[config.mk]
export PLATFORM = sky130hd
export DESIGN_NAME = at_command_port_switch_top
export DESIGN_NICKNAME = d
export VERILOG_FILES = /design/src/rtl/acps_pkg.sv /design/src/rtl/at_command_port_switch_top.sv /design/src/rtl/acps_front.sv /design/src/rtl/acps_queue.sv /design/src/rtl/acps_back.sv
export SDC_FILE = /design/constraint.sdc
export NUM_CORES = 1
export LEC_CHECK = 0
export BUFFER_PORTS_ARGS = -buffer_cell sky130_fd_sc_hd__buf_2
export CORE_MARGIN = 3
export CORE_UTILIZATION = 59
export DETAILED_ROUTE_END_ITERATION = 7
export GPL_TIMING_DRIVEN = 0
export PLACE_DENSITY = 0.76
export SLEW_MARGIN = 30
export SYNTH_ARGS = -nofsm -noshare
export SYNTH_HDL_FRONTEND = slang
export SYNTH_SLANG_ARGS = --single-unit
[constraint.sdc]
create_clock -name i_clk -period 6.65 [get_ports i_clk]
set_clock_uncertainty 0.15 [all_clocks]
set_input_delay 0.9975 -clock i_clk [delete_from_list [all_inputs] [get_ports i_clk]]
set_output_delay 0.9975 -clock i_clk [all_outputs]
set_load 0.01 [all_outputs]
[src/rtl/acps_pkg.sv]
// Shared types and constants for the AT command port switch.
package acps_pkg;

    // Command class, live matching classes first, then decided ones.
    typedef enum logic [3:0] {
        CL_PRE     = 4'd0,
        CL_GMR     = 4'd1,
        CL_PORT    = 4'd2,
        CL_EQ      = 4'd3,
        CL_IDENT   = 4'd4,
        CL_UNKNOWN = 4'd5,
        CL_REPORT  = 4'd6,
        CL_COUNT   = 4'd7,
        CL_BADPORT = 4'd8,
        CL_ROUTE0  = 4'd9,
        CL_ROUTE1  = 4'd10,
        CL_ROUTE2  = 4'd11,
        CL_ROUTE3  = 4'd12,
        CL_ROUTE4  = 4'd13,
        CL_OK      = 4'd14
    } t_class;

    // Response codes.
    localparam logic [2:0] C_RESP_OK      = 3'd0;
    localparam logic [2:0] C_RESP_IDENT   = 3'd1;
    localparam logic [2:0] C_RESP_REPORT  = 3'd2;
    localparam logic [2:0] C_RESP_COUNT   = 3'd3;
    localparam logic [2:0] C_RESP_BADPORT = 3'd4;
    localparam logic [2:0] C_RESP_UNKNOWN = 3'd5;

    // Switch path and direction codes.
    localparam logic [1:0] C_PATH_NONE = 2'd0;
    localparam logic [1:0] C_PATH_C    = 2'd1;
    localparam logic [1:0] C_PATH_D    = 2'd2;
    localparam logic [1:0] C_DIR_OFF   = 2'd0;
    localparam logic [1:0] C_DIR_SINK  = 2'd1;
    localparam logic [1:0] C_DIR_SRC   = 2'd2;

    // Default depth of the class queue between front and back.
    localparam int C_QUEUE_DEPTH = 4;

    // Push word from the front end into the queue.
    typedef struct packed {
        logic   valid;
        t_class cls;
    } t_push;

    // Queue status seen by both neighbors.
    typedef struct packed {
        logic empty;
        logic full;
    } t_q_status;

endpackage

[src/rtl/at_command_port_switch_top.sv]
// Top level of the AT command port switch recognizer.
// The block takes one command character per word on the input channel, with
// i_last_char marking the end of the line, and sustains one word per clock
// while the queue is not full. A front end keeps the character position
// (saturating at 9) and the match class, a single small compare and update
// per word; on the last character it pushes the final class into a short
// queue. A back end pops the class and turns it into the response code and
// switch drive, keeps the selected routing, and registers the result word.
// Recognized lines are exact "AT", "AT+GMR...", "AT+PORT=0".."AT+PORT=4",
// "AT+PORT=?" and "AT+PORT?", all by prefix; a zero byte ends the line text
// early. Only the last character of a line yields a result word; it is queued
// and then registered by the back end. Input stall rises only when the queue
// (QUEUE_DEPTH entries) is full because the output side has been stalled.
module at_command_port_switch_top
    import acps_pkg::*;
#(
    parameter int QUEUE_DEPTH = C_QUEUE_DEPTH
) (
    input  logic       i_clk,
    input  logic       i_rst_n,
    // input channel
    input  logic       i_in_valid,
    output logic       o_in_stall,
    input  logic [7:0] i_command_char,
    input  logic       i_last_char,
    // output channel
    output logic       o_out_valid,
    input  logic       i_out_stall,
    output logic [2:0] o_response,
    output logic       o_drive_switch,
    output logic       o_break_first,
    output logic [1:0] o_path_select,
    output logic [1:0] o_path_direction,
    output logic [2:0] o_current_routing
);

    t_push     push;
    t_q_status q_status;
    t_class    head;
    logic      pop;

    // classify characters
    acps_front u_front (
        .i_clk          (i_clk),
        .i_rst_n        (i_rst_n),
        .i_in_valid     (i_in_valid),
        .i_command_char (i_command_char),
        .i_last_char    (i_last_char),
        .i_q_status     (q_status),
        .o_in_stall     (o_in_stall),
        .o_push         (push)
    );

    // decouples front from back
    acps_queue #(
        .DEPTH (QUEUE_DEPTH)
    ) u_queue (
        .i_clk    (i_clk),
        .i_rst_n  (i_rst_n),
        .i_push   (push),
        .i_pop    (pop),
        .o_head   (head),
        .o_status (q_status)
    );

    // execute command, drive switch
    acps_back u_back (
        .i_clk             (i_clk),
        .i_rst_n           (i_rst_n),
        .i_head            (head),
        .i_q_status        (q_status),
        .i_out_stall       (i_out_stall),
        .o_pop             (pop),
        .o_out_valid       (o_out_valid),
        .o_response        (o_response),
        .o_drive_switch    (o_drive_switch),
        .o_break_first     (o_break_first),
        .o_path_select     (o_path_select),
        .o_path_direction  (o_path_direction),
        .o_current_routing (o_current_routing)
    );

endmodule

[src/rtl/acps_front.sv]
// Front end: tracks character position and match class, pushes final class.
module acps_front
    import acps_pkg::*;
(
    input  logic      i_clk,
    input  logic      i_rst_n,
    input  logic      i_in_valid,
    input  logic [7:0] i_command_char,
    input  logic      i_last_char,
    input  t_q_status i_q_status,
    output logic      o_in_stall,
    output t_push     o_push
);

    localparam logic [3:0] POS_MAX = 4'd9;

    logic [3:0] r_pos, n_pos;
    t_class     r_cls, n_cls;
    logic       accept;
    t_class     cls_a;
    logic [3:0] pos_inc;

    // class once the line text ends
    function automatic t_class end_of_text(input t_class cls, input logic [3:0] pos);
        t_class res;
        case (cls)
            CL_PRE:  res = (pos == 4'd2) ? CL_OK : CL_UNKNOWN;
            CL_GMR:  res = CL_UNKNOWN;
            CL_PORT: res = CL_UNKNOWN;
            CL_EQ:   res = CL_BADPORT;
            default: res = cls;
        endcase
        return res;
    endfunction

    // class after one non-zero character in a live class
    function automatic t_class advance(input t_class cls, input logic [3:0] pos,
                                       input logic [7:0] c);
        t_class res;
        res = CL_UNKNOWN;
        case (cls)
            CL_PRE: begin
                case (pos)
                    4'd0: res = (c == "A") ? CL_PRE : CL_UNKNOWN;
                    4'd1: res = (c == "T") ? CL_PRE : CL_UNKNOWN;
                    4'd2: res = (c == "+") ? CL_PRE : CL_UNKNOWN;
                    4'd3: begin
                        if (c == "G")
                            res = CL_GMR;
                        else if (c == "P")
                            res = CL_PORT;
                    end
                    default: res = CL_UNKNOWN;
                endcase
            end
            CL_GMR: begin
                if (pos == 4'd4 && c == "M")
                    res = CL_GMR;
                else if (pos == 4'd5 && c == "R")
                    res = CL_IDENT;
            end
            CL_PORT: begin
                case (pos)
                    4'd4: res = (c == "O") ? CL_PORT : CL_UNKNOWN;
                    4'd5: res = (c == "R") ? CL_PORT : CL_UNKNOWN;
                    4'd6: res = (c == "T") ? CL_PORT : CL_UNKNOWN;
                    4'd7: begin
                        if (c == "=")
                            res = CL_EQ;
                        else if (c == "?")
                            res = CL_REPORT;
                    end
                    default: res = CL_UNKNOWN;
                endcase
            end
            CL_EQ: begin
                res = CL_BADPORT;
                if (pos == 4'd8) begin
                    if (c >= "0" && c <= "4")
                        res = t_class'(4'(CL_ROUTE0) + {1'b0, c[2:0]});
                    else if (c == "?")
                        res = CL_COUNT;
                end
            end
            default: res = cls;
        endcase
        return res;
    endfunction

    assign o_in_stall = i_q_status.full;
    assign accept     = i_in_valid && !i_q_status.full;

    always_comb begin
        if (r_cls == CL_PRE || r_cls == CL_GMR || r_cls == CL_PORT || r_cls == CL_EQ) begin
            if (i_command_char == 8'd0)
                cls_a = end_of_text(r_cls, r_pos);
            else
                cls_a = advance(r_cls, r_pos, i_command_char);
        end else begin
            cls_a = r_cls;
        end
        pos_inc = (r_pos < POS_MAX) ? r_pos + 4'd1 : r_pos;

        n_pos        = r_pos;
        n_cls        = r_cls;
        o_push.valid = 1'b0;
        o_push.cls   = end_of_text(cls_a, pos_inc);
        if (accept) begin
            if (i_last_char) begin
                o_push.valid = 1'b1;
                n_pos        = 4'd0;
                n_cls        = CL_PRE;
            end else begin
                n_pos = pos_inc;
                n_cls = cls_a;
            end
        end
    end

    always_ff @(posedge i_clk) begin
        if (!i_rst_n) begin
            r_pos <= 4'd0;
            r_cls <= CL_PRE;
        end else begin
            r_pos <= n_pos;
            r_cls <= n_cls;
        end
    end

    a_pos_sat: assert property (@(posedge i_clk) disable iff (!i_rst_n)
        r_pos <= POS_MAX)
        else $error("char position past saturation");

    a_last_resets: assert property (@(posedge i_clk) disable iff (!i_rst_n)
        accept && i_last_char |=> r_pos == 4'd0 && r_cls == CL_PRE)
        else $error("matcher not restarted after last char");

endmodule

[src/rtl/acps_queue.sv]
// Short class queue between the front end and the back end.
module acps_queue
    import acps_pkg::*;
#(
    parameter int DEPTH = C_QUEUE_DEPTH
) (
    input  logic      i_clk,
    input  logic      i_rst_n,
    input  t_push     i_push,
    input  logic      i_pop,
    output t_class    o_head,
    output t_q_status o_status
);

    localparam int AW = (DEPTH > 1) ? $clog2(DEPTH) : 1;
    localparam int CW = $clog2(DEPTH + 1);

    t_class          r_mem [DEPTH];
    logic [AW-1:0]   r_wr, r_rd;
    logic [CW-1:0]   r_count;
    logic            do_push, do_pop;

    assign o_status.empty = (r_count == CW'(0));
    assign o_status.full  = (r_count == CW'(DEPTH));
    assign do_push        = i_push.valid && !o_status.full;
    assign do_pop         = i_pop && !o_status.empty;
    assign o_head         = r_mem[r_rd];

    always_ff @(posedge i_clk) begin
        if (do_push)
            r_mem[r_wr] <= i_push.cls;
    end

    always_ff @(posedge i_clk) begin
        if (!i_rst_n) begin
            r_wr    <= '0;
            r_rd    <= '0;
            r_count <= '0;
        end else begin
            if (do_push)
                r_wr <= (r_wr == AW'(DEPTH - 1)) ? '0 : r_wr + AW'(1);
            if (do_pop)
                r_rd <= (r_rd == AW'(DEPTH - 1)) ? '0 : r_rd + AW'(1);
            if (do_push && !do_pop)
                r_count <= r_count + CW'(1);
            else if (do_pop && !do_push)
                r_count <= r_count - CW'(1);
        end
    end

    a_no_overflow: assert property (@(posedge i_clk) disable iff (!i_rst_n)
        !(i_push.valid && o_status.full))
        else $error("push into full queue");

    a_count_range: assert property (@(posedge i_clk) disable iff (!i_rst_n)
        r_count <= CW'(DEPTH))
        else $error("queue count out of range");

endmodule

[src/rtl/acps_back.sv]
// Back end: decodes a class into response and switch drive, holds routing.
module acps_back
    import acps_pkg::*;
(
    input  logic      i_clk,
    input  logic      i_rst_n,
    input  t_class    i_head,
    input  t_q_status i_q_status,
    input  logic      i_out_stall,
    output logic      o_pop,
    output logic      o_out_valid,
    output logic [2:0] o_response,
    output logic      o_drive_switch,
    output logic      o_break_first,
    output logic [1:0] o_path_select,
    output logic [1:0] o_path_direction,
    output logic [2:0] o_current_routing
);

    logic       r_valid;
    logic [2:0] r_routing, n_routing;
    logic [2:0] r_response, n_response;
    logic       r_drive, n_drive;
    logic       r_break, n_break;
    logic [1:0] r_path, n_path;
    logic [1:0] r_dir, n_dir;
    logic [2:0] r_out_routing;
    logic [2:0] route;

    assign o_pop = !i_q_status.empty && (!r_valid || !i_out_stall);
    assign route = 3'(i_head - CL_ROUTE0);

    always_comb begin
        n_response = C_RESP_UNKNOWN;
        n_drive    = 1'b0;
        n_break    = 1'b0;
        n_path     = C_PATH_NONE;
        n_dir      = C_DIR_OFF;
        n_routing  = r_routing;
        case (i_head)
            CL_OK:      n_response = C_RESP_OK;
            CL_IDENT:   n_response = C_RESP_IDENT;
            CL_REPORT:  n_response = C_RESP_REPORT;
            CL_COUNT:   n_response = C_RESP_COUNT;
            CL_BADPORT: n_response = C_RESP_BADPORT;
            CL_ROUTE0, CL_ROUTE1, CL_ROUTE2, CL_ROUTE3, CL_ROUTE4: begin
                n_response = C_RESP_OK;
                n_drive    = 1'b1;
                n_routing  = route;
                if (route != 3'd0) begin
                    n_break = 1'b1;
                    n_path  = (route == 3'd1 || route == 3'd3) ? C_PATH_C : C_PATH_D;
                    n_dir   = (route <= 3'd2) ? C_DIR_SINK : C_DIR_SRC;
                end
            end
            default: begin
                // unknown line: disable only, stored routing kept
                n_response = C_RESP_UNKNOWN;
                n_drive    = 1'b1;
            end
        endcase
    end

    always_ff @(posedge i_clk) begin
        if (!i_rst_n) begin
            r_valid   <= 1'b0;
            r_routing <= 3'd0;
        end else begin
            if (o_pop) begin
                r_valid   <= 1'b1;
                r_routing <= n_routing;
            end else if (!i_out_stall) begin
                r_valid <= 1'b0;
            end
        end
    end

    always_ff @(posedge i_clk) begin
        if (o_pop) begin
            r_response    <= n_response;
            r_drive       <= n_drive;
            r_break       <= n_break;
            r_path        <= n_path;
            r_dir         <= n_dir;
            r_out_routing <= n_routing;
        end
    end

    assign o_out_valid       = r_valid;
    assign o_response        = r_response;
    assign o_drive_switch    = r_drive;
    assign o_break_first     = r_break;
    assign o_path_select     = r_path;
    assign o_path_direction  = r_dir;
    assign o_current_routing = r_out_routing;

    a_break_has_path: assert property (@(posedge i_clk) disable iff (!i_rst_n)
        r_valid && r_break |-> r_drive && r_path != C_PATH_NONE
                               && r_dir != C_DIR_OFF && r_out_routing != 3'd0)
        else $error("break-first without an enabled path");

    a_routing_tracks: assert property (@(posedge i_clk) disable iff (!i_rst_n)
        o_pop |=> r_out_routing == r_routing)
        else $error("reported routing differs from stored routing");

endmodule

==> flow_summary.yaml, run 1 <==
run_status:
  outcome: "complete, no violations"
layout:
  n_antenna_cell: 0
  final_util_pct: 68.2
  nNetsFinal: 364
  finalNonFillerCells: 396
  layout-drive-gt1-share_pct: 14.6
  area_growth_pct: 10.1
floorplanning:
  die_w_um: 76.9
  rows: 25
  num_io_pins: 27
  core_area_um2: 4790
  die_h_um: 76.9
  initial_core_util_pct: 62.0
  die_area_um2: 5910
cts:
  cts_sinks: 49
  cts_root_buf: "clkbuf_8"
  clk_pin_slew_ns: 0.09
  numCtsBuffers: 5
  postCtsSetupBuffers: 0
  cts_tree: "done"
  clk_path_buf_depth: 2
  cts_resized: 0
  holdBufCountCts: 0
  htree_levels: 2
  clock_latency_ns: 0.30
drt:
  via_per_inst: 5.97
  drcViolationCount: 0
  dr.pass1.iters: 5
  vias: 2366
  wl_um: 5880
  wire_per_inst_um: 14.9
  first_iter_violations: 170
  ant_nets: 0
critical_path:
  start_kind: "input port"
  r2r_cells: 9
  r2r_end: "u_back.r_routing[2]"
  r2r_slack_ns: 3.51
  endpoint_kind: "flop"
  path_class: "in -> reg"
  cp_data_arrival_time_ns: 3.61
  cp.required_ns: 6.58
  worstPathMaxFanout: 6
worst_hold_path:
  whs_path_depth: 2
  holdCritStartpoint: "u_back.o_out_valid"
  hold_path_class: "reg -> reg"
  hold-path-endpoint: "u_back.o_out_valid"
synth:
  yosysMostFrequentCell: "edfxtp_1"
  netlist_area_um2: 2970
  synth_cell_types: 61
  syn_avg_cell_area_um2: 10.1
  yosysTopAreaCellShare_pct: 28.4
  synth_common_cells: "edfxtp_1, nand2_1, ha_1, dfxtp_1, inv_1"
  synth_area_leaders: "edfxtp_1, dfxtp_1, ha_1"
  synthArstFlopShare_pct: 0
  ys_ff_latch: 49
  syn_inst: 295
  seq_area_frac_synth_pct: 42.5
  ys.flop_type: "edfxtp_1"
  synth_fp_nets: 331
  yosys.area.top_type: "edfxtp_1"
  yosysWarnings: 0
  synth-edff-count: 28
run:
  maxCapViolCount: 0
global_routing:
  grt-ovfl-total: 0
  grt_pass1_wl_um: 9760
  grt_max_degree: 17
  grt_pass1_vias: 2111
  grt.total_usage_pct: 20.5
  antenna_found_initial: 0
timing:
  grt_setup_unrepaired: "false"
  fin_setup_tns_ns: 0
  relSlewSlack_pct: 54.4
  hold_viol: 0
  maxSlewViolCount: 0
  min_period_ns: 3.69
  setup_viol: 0
  fmax_ghz: 0.271
  finalCritPeriodShare_pct: 55.5
  worst_slew_pin_slew_ns: 0.678
placed_design:
  dp_cells: 388
  globalplace.congestion: 0.931
  post-dp-hpwl_um: 4520
  port_buffers: 26
pwr:
  powerDensity_nw_per_um2: 337
  max-vdd-ir-drop_mv: 0.204
  finalPower_mw: 1.10
  p_leak_nw: 1.24
critical path: stages:
cell	delay (ns)
buf_2	0.11
inv_1	0.10
ha_1	0.23
or3b_1	0.45
or4_1	0.42
clkbuf_1	0.18
nand2_1	0.09
nor4_1	0.05
o221ai_1	0.51
mux2i_1	0.14
o21ai_0	0.34
through the flow:
stage / cell area [um2] / hold WS, ns / worst slack [ns]
after floorplan: 2970 / 0.317 / 3.09
after CTS: 3270 / 0.335 / 2.95
after global routing: 3270 / 0.369 / 2.64
after global placement: 3180 / 0.314 / 2.66
final: 3270 / 0.332 / 2.96
after detailed placement: 3180 / 0.323 / 2.65
logic make-up after synthesis:
group | after synthesis | share of synthesized area [%]
AO/OA/AOI/OAI | 67 | 15.9
XOR/XNOR | 4 | 1.18
adder cells (fa/ha/maj) | 23 | 9.96
buffers and inverters | 29 | 3.67
flip-flops | 49 | 42.5
multiplexers | 10 | 5.11
AND/OR/NAND/NOR | 113 | 21.6
report_power, final:
| group | internal [mW] | switching [mW] |
|---|---|---|
| clock | 0.0729 | 0.0979 |
| sequential | 0.423 | 0.0338 |
| combinational | 0.194 | 0.278 |
area by class of cell:
cell class | count | area, um2
multi-input cells | 217 | 1600
fillers | 382 | 1520
flip-flops and latches | 49 | 1260
repair buffers | 26 | 130
well taps | 67 | 83.8
inverters | 20 | 75.1
clock buffers | 5 | 68.8
plain buffers | 9 | 33.8
clock inverters | 3 | 17.5
cell usage in the layout (no fill, tap or decap), types with 9 or more instances in the layout:
cell type   n
edfxtp_1   28
buf_2      26
nand2_1    25
ha_1       22
dfxtp_1    21
inv_1      19
o21ai_0    18
nor2b_1    17
nor2_1     15
nor4_1      9
a21oi_1     9
registers in the layout (all words and copies together), names as in the netlist, named ones only:
register and cells:
u_back.o_break_first 1, u_back.o_current_routing 3, u_back.o_drive_switch 1, u_back.o_out_valid 1
u_back.o_path_direction 2, u_back.o_path_select 2, u_back.o_response 3, u_back.r_routing 3
u_front.r_cls 4, u_front.r_pos 4, u_queue.r_count 3, u_queue.r_mem 16
u_queue.r_rd 2, u_queue.r_wr 2
worst max-delay path by stage:
stage	from	end	cells after the start
after global placement	i_command_char[0]	u_queue.r_mem[1][3]	11
after global routing	i_command_char[0]	u_queue.r_mem[1][3]	11
final	i_command_char[0]	u_queue.r_mem[3][3]	11
after floorplan	i_command_char[0]	u_queue.r_mem[0][1]	8
after detailed placement	i_command_char[0]	u_queue.r_mem[3][3]	11
after CTS	i_command_char[0]	u_queue.r_mem[2][3]	11
per-layer routing:
| metal | routed length, um | global-route usage (%) | part of all wire [%] | up-vias |
|---|---|---|---|---|
| li1 | - | - | - | 1162 |
| met1 | 2790 | 29.6 | 47 | 1130 |
| met2 | 2650 | 31.4 | 45 | 67 |
| met3 | 386 | 4.11 | 6.6 | 7 |
| met4 | 57 | 5.43 | 0.97 | 0 |
| met5 | 0 | 0 | 0 | - |
Power figures use the tool's default switching activity.
==> run 2, diff against run 1 <==
Clock period 6.65 ns to 3.4 ns, I/O delays scaled along.
==> flow_summary.yaml, run 2 (synthesized netlist as in run 1, its figures left out) <==
drt:
  route.met2.wl_um: 2700
  wl_um: 5890
  drcViolationCount: 0
  ant_nets: 0
  via_per_inst: 6.03
  dr.pass1.iters: 6
  top_layer: "met4"
  met1_length_um: 2760
  first_iter_violations: 138
  wl_met3_um: 383
  wire_per_inst_um: 14.9
  vias: 2387
timing:
  setup_viol: 0
  finalCritPeriodShare_pct: 93.2
  relSlewSlack_pct: 54.6
  grt_setup_unrepaired: "false"
  finalWorstSetupSlack_ns: 0.230
  hold_viol: 0
  fmax_ghz: 0.315
  min_period_ns: 3.17
  maxSlewViolCount: 0
  worst_slew_pin_slew_ns: 0.675
  hold_slack_ns: 0.319
critical_path:
  path_class: "in -> reg"
  worstPathMaxFanout: 6
  r2r_cells: 9
  cp_data_arrival_time_ns: 3.06
  cp.required_ns: 3.29
  r2r_end: "u_back.r_routing[2]"
  endpoint_kind: "flop"
  r2r_slack_ns: 0.26
  start_kind: "input port"
global_routing:
  grt.total_usage_pct: 20.5
  grt-ovfl-total: 0
  grt_pass1_wl_um: 9760
  grt_pass1_vias: 2111
  grt_max_degree: 17
  antenna_found_initial: 0
worst_hold_path:
  whs_path_depth: 3
  hold_path_class: "in -> reg"
  holdCritStartpoint: "i_out_stall"
  hold-path-endpoint: "u_back.o_out_valid"
cts:
  clock_latency_ns: 0.30
  cts_sinks: 49
  postCtsSetupBuffers: 0
  numCtsBuffers: 5
  clk_pin_slew_ns: 0.09
  cts_root_buf: "clkbuf_8"
  cts_tree: "done"
  htree_levels: 2
  clk_path_buf_depth: 2
layout:
  largest_reg_flops: 16
  fillers: 381
  regArea_um2: 1260
  layout-drive-gt1-share_pct: 14.9
  nNetsFinal: 364
  largestRegisters: "u_queue.r_mem (16), u_front.r_cls (4), u_front.r_pos (4)"
  multi_input_area_um2: 1600
  n_antenna_cell: 0
  area_growth_pct: 10.3
  final_cell_mix: "edfxtp_1, buf_2, nand2_1"
  final_common_cell: "edfxtp_1"
  largest-register: "u_queue.r_mem"
floorplanning:
  rows: 25
  die_h_um: 76.9
  num_io_pins: 27
  initial_core_util_pct: 62.0
  die_area_um2: 5910
  die_w_um: 76.9
  core_area_um2: 4790
run:
  maxCapViolCount: 0
placed_design:
  port_buffers: 26
  globalplace.congestion: 0.931
  preCtsSetupSlack_ns: -0.112
  post-dp-hpwl_um: 4520
pwr:
  p_leak_nw: 1.24
  powerDensity_nw_per_um2: 660
  max-vdd-ir-drop_mv: 0.401
  finalPower_mw: 2.16
run_status:
  outcome: "complete, no violations"
## run 2: worst max path at each step
stage,from,to,slack [ns],cells after the start
floorplan,i_command_char[0],u_queue.r_mem[0][1],0.33,8
global placement,i_command_char[0],u_queue.r_mem[1][3],-0.10,11
detailed placement,i_command_char[0],u_queue.r_mem[3][3],-0.11,11
CTS,i_command_char[0],u_queue.r_mem[2][3],0.19,11
global route,flop,u_back.r_routing[1],0.04,10
finish,i_command_char[0],u_queue.r_mem[0][1],0.23,9
## run 2: layer usage
layer / vias up / track usage [%]
met1: 1140 / 29.6
met5: - / 0
met2: 75 / 31.4
li1: 1165 / -
met4: 0 / 5.43
met3: 7 / 4.11
## run 2: area by class of cell
| type | count | share of cell area, % |
|---|---|---|
| timing repair buffer | 26 | 3.98 |
| inverter | 20 | 2.29 |
| sequential | 49 | 38.5 |
| multi-input combinational | 217 | 48.9 |
| buffer | 9 | 1.03 |
| clock buffer | 5 | 2.10 |
| tap | 67 | 2.56 |
| clock inverter | 3 | 0.535 |
## run 2: where the power goes
group          switching, mW  internal [mW]  total [mW]
logic                  0.549          0.381       0.930
registers             0.0661          0.828       0.894
clock network          0.191          0.143       0.334
total                  0.806           1.35        2.16
## run 2: through the flow
step / util (%) / std cells / TNS, ns / instance area (um2)
after CTS: 68.2 / 396 / 0 / 3270
final: 68.4 / 396 / 0 / 3270
after global placement: 66.4 / 388 / -0.904 / 3180
after global routing: 68.4 / 396 / 0 / 3270
after floorplan: - / 295 / 0 / 2970
after detailed placement: 66.4 / 388 / -0.907 / 3180
## run 2: repair_timing
item                       CTS  global route
setup endpoints to repair    0             4
hold endpoints to repair     0             0
hold buffers                 0             0
gates resized for setup      0             2
## run 2: critical path, cell delays in order
cell and delay (ns):
buf_2 0.11, inv_1 0.10, ha_1 0.23, or3b_1 0.45
or4_1 0.42, clkbuf_1 0.19, or2_1 0.25, a2111o_1 0.49
a22o_1 0.31
==> run 3, diff against run 2 <==
Settings changed: RECOVER_POWER set to 50.
==> flow_summary.yaml, run 3 (synthesized netlist as in run 1, its figures left out) <==
timing:
  hold_viol: 0
  finalCritPeriodShare_pct: 93.1
  worst_slew_pin_slew_ns: 0.688
  grt_setup_unrepaired: "false"
  relSlewSlack_pct: 53.7
  min_period_ns: 3.17
  maxSlewViolCount: 0
  fmax_ghz: 0.316
  setup_viol: 0
  hold_slack_ns: 0.319
layout:
  largest_reg_flops: 16
  n_antenna_cell: 0
  largestRegisters: "u_queue.r_mem (16), u_front.r_cls (4), u_front.r_pos (4)"
  stdcell_area_um2: 3250
  largest-register: "u_queue.r_mem"
  layout-drive-gt1-share_pct: 10.6
  final_common_cell: "edfxtp_1"
  final_cell_mix: "edfxtp_1, nand2_1, clkbuf_1, ha_1, dfxtp_1"
  nNetsFinal: 364
  area_growth_pct: 9.75
placed_design:
  port_buffers: 26
  globalplace.congestion: 0.931
  dpl_cell_area_um2: 3180
  post-dp-hpwl_um: 4520
global_routing:
  grt.total_usage_pct: 20.5
  grt_pass1_vias: 2111
  grt-ovfl-total: 0
  grt_max_degree: 17
  grt_pass1_wl_um: 9760
  antenna_found_initial: 0
pwr:
  swShare_pct: 37.8
  max-vdd-ir-drop_mv: 0.400
  p_seq_share_pct: 42.0
  pwr-share-comb_pct: 42.5
  clkPwrFrac_pct: 15.6
  power.switching_uw: 807
  intPower_mw: 1.33
  powerDensity_nw_per_um2: 657
  p_leak_nw: 1.20
floorplanning:
  die_h_um: 76.9
  core_area_um2: 4790
  num_io_pins: 27
  rows: 25
  die_w_um: 76.9
  initial_core_util_pct: 62.0
  die_area_um2: 5910
cts:
  htree_levels: 2
  clk_pin_slew_ns: 0.09
  clock_latency_ns: 0.30
  cts_sinks: 49
  cts_root_buf: "clkbuf_8"
  cts_tree: "done"
  numCtsBuffers: 5
  clk_path_buf_depth: 2
  postCtsSetupBuffers: 0
  holdBufCountCts: 0
critical_path:
  path_class: "in -> reg"
  r2r_cells: 9
  r2r_end: "u_back.r_routing[2]"
  r2r_slack_ns: 0.25
  start_kind: "input port"
  cp_top_family: "simple AND/OR/NAND/NOR gates"
  cp.required_ns: 3.29
  cpPeakStageDelay_ns: 0.49
  cp_data_arrival_time_ns: 3.06
  path_buf_inv: 3
  endpoint_kind: "flop"
  worst_path_max_delay_cell: "a2111o_1"
  worstPathMaxFanout: 6
  crit_chain: "buf_2 > inv_1 > ha_1 > or3b_1 > or4_1 > clkbuf_1 > or2_1 > a2111o_1 > a22o_1"
worst_hold_path:
  whs_path_depth: 3
  holdCritStartpoint: "i_out_stall"
  hold-path-endpoint: "u_back.o_out_valid"
  hold_path_class: "in -> reg"
drt:
  drcViolationCount: 0
  vias: 2370
  wl_um: 5860
  dr.pass1.iters: 4
  via_per_inst: 5.98
  wire_per_inst_um: 14.8
  first_iter_violations: 159
  ant_nets: 0
run:
  maxCapViolCount: 0
run_status:
  outcome: "complete, no violations"
## run 3: cell count changes in the layout (fill, tap and decap cells not counted), sizes merged
cell,before,now
clkbuf,13,27
buf,27,13
## run 3: final cells by class
type | count | area (um2)
Clock buffer | 5 | 68.8
Tap cell | 67 | 83.8
Sequential cell | 49 | 1260
Buffer | 9 | 33.8
Inverter | 20 | 75.1
Multi-Input combinational cell | 217 | 1600
Timing Repair Buffer | 26 | 113
Fill cell | 392 | 1530
Clock inverter | 3 | 17.5
## run 3: layer usage
metal / track usage (%) / share of wire [%] / vias up
li1: - / - / 1165
met1: 29.6 / 47 / 1131
met2: 31.4 / 46 / 67
met3: 4.11 / 5.7 / 7
met4: 5.43 / 0.96 / 0
met5: 0 / 0 / -
## run 3: worst max-delay path by stage
stage / start / endpoint / slack, ns / cells past startpoint
final: i_command_char[0] / u_queue.r_mem[0][1] / 0.23 / 9
after floorplan: i_command_char[0] / u_queue.r_mem[0][1] / 0.33 / 8
after global routing: flop / u_back.r_routing[1] / 0.04 / 10
after detailed placement: i_command_char[0] / u_queue.r_mem[3][3] / -0.11 / 11
after CTS: i_command_char[0] / u_queue.r_mem[2][3] / 0.19 / 11
after global placement: i_command_char[0] / u_queue.r_mem[1][3] / -0.10 / 11
## run 3: timing repair
item                                    4_1_cts  5_1_grt
endpoints found under the setup margin        0        4
gates resized for setup                       0        2
endpoints found under the hold margin         0        0
## run 3: worst reg2reg max path, cell delays in order (launching register included)
cell and delay [ns]:
dfxtp_1 0.32, clkbuf_1 0.29, mux4_2 0.63, ha_1 0.26, or2_2 0.32, mux2_2 0.28, o21ai_2 0.35, o21ai_0 0.24
mux2i_1 0.17, nor2b_1 0.06
## run 3: power by group through the flow
stage / registers, mW / logic [mW] / clock network [mW]
final: 0.897 / 0.908 / 0.333
after global routing: 0.911 / 1.02 / 0.368
after CTS: 0.897 / 0.922 / 0.340
after detailed placement: 0.910 / 0.915 / 0
after global placement: 0.900 / 0.887 / 0
after floorplan: 0.942 / 0.633 / 0
## run 3: stage by stage
stage               power (mW)  TNS (ns)  std cells  setup slack [ns]  utilization (%)
floorplan                 1.57         0        295             0.330                -
global placement          1.79    -0.904        388            -0.101             66.4
detailed placement        1.82    -0.907        388            -0.112             66.4
CTS                       2.16         0        396             0.189             68.2
global route              2.30         0        396            0.0413             68.0
finish                    2.14         0        396             0.233             68.0
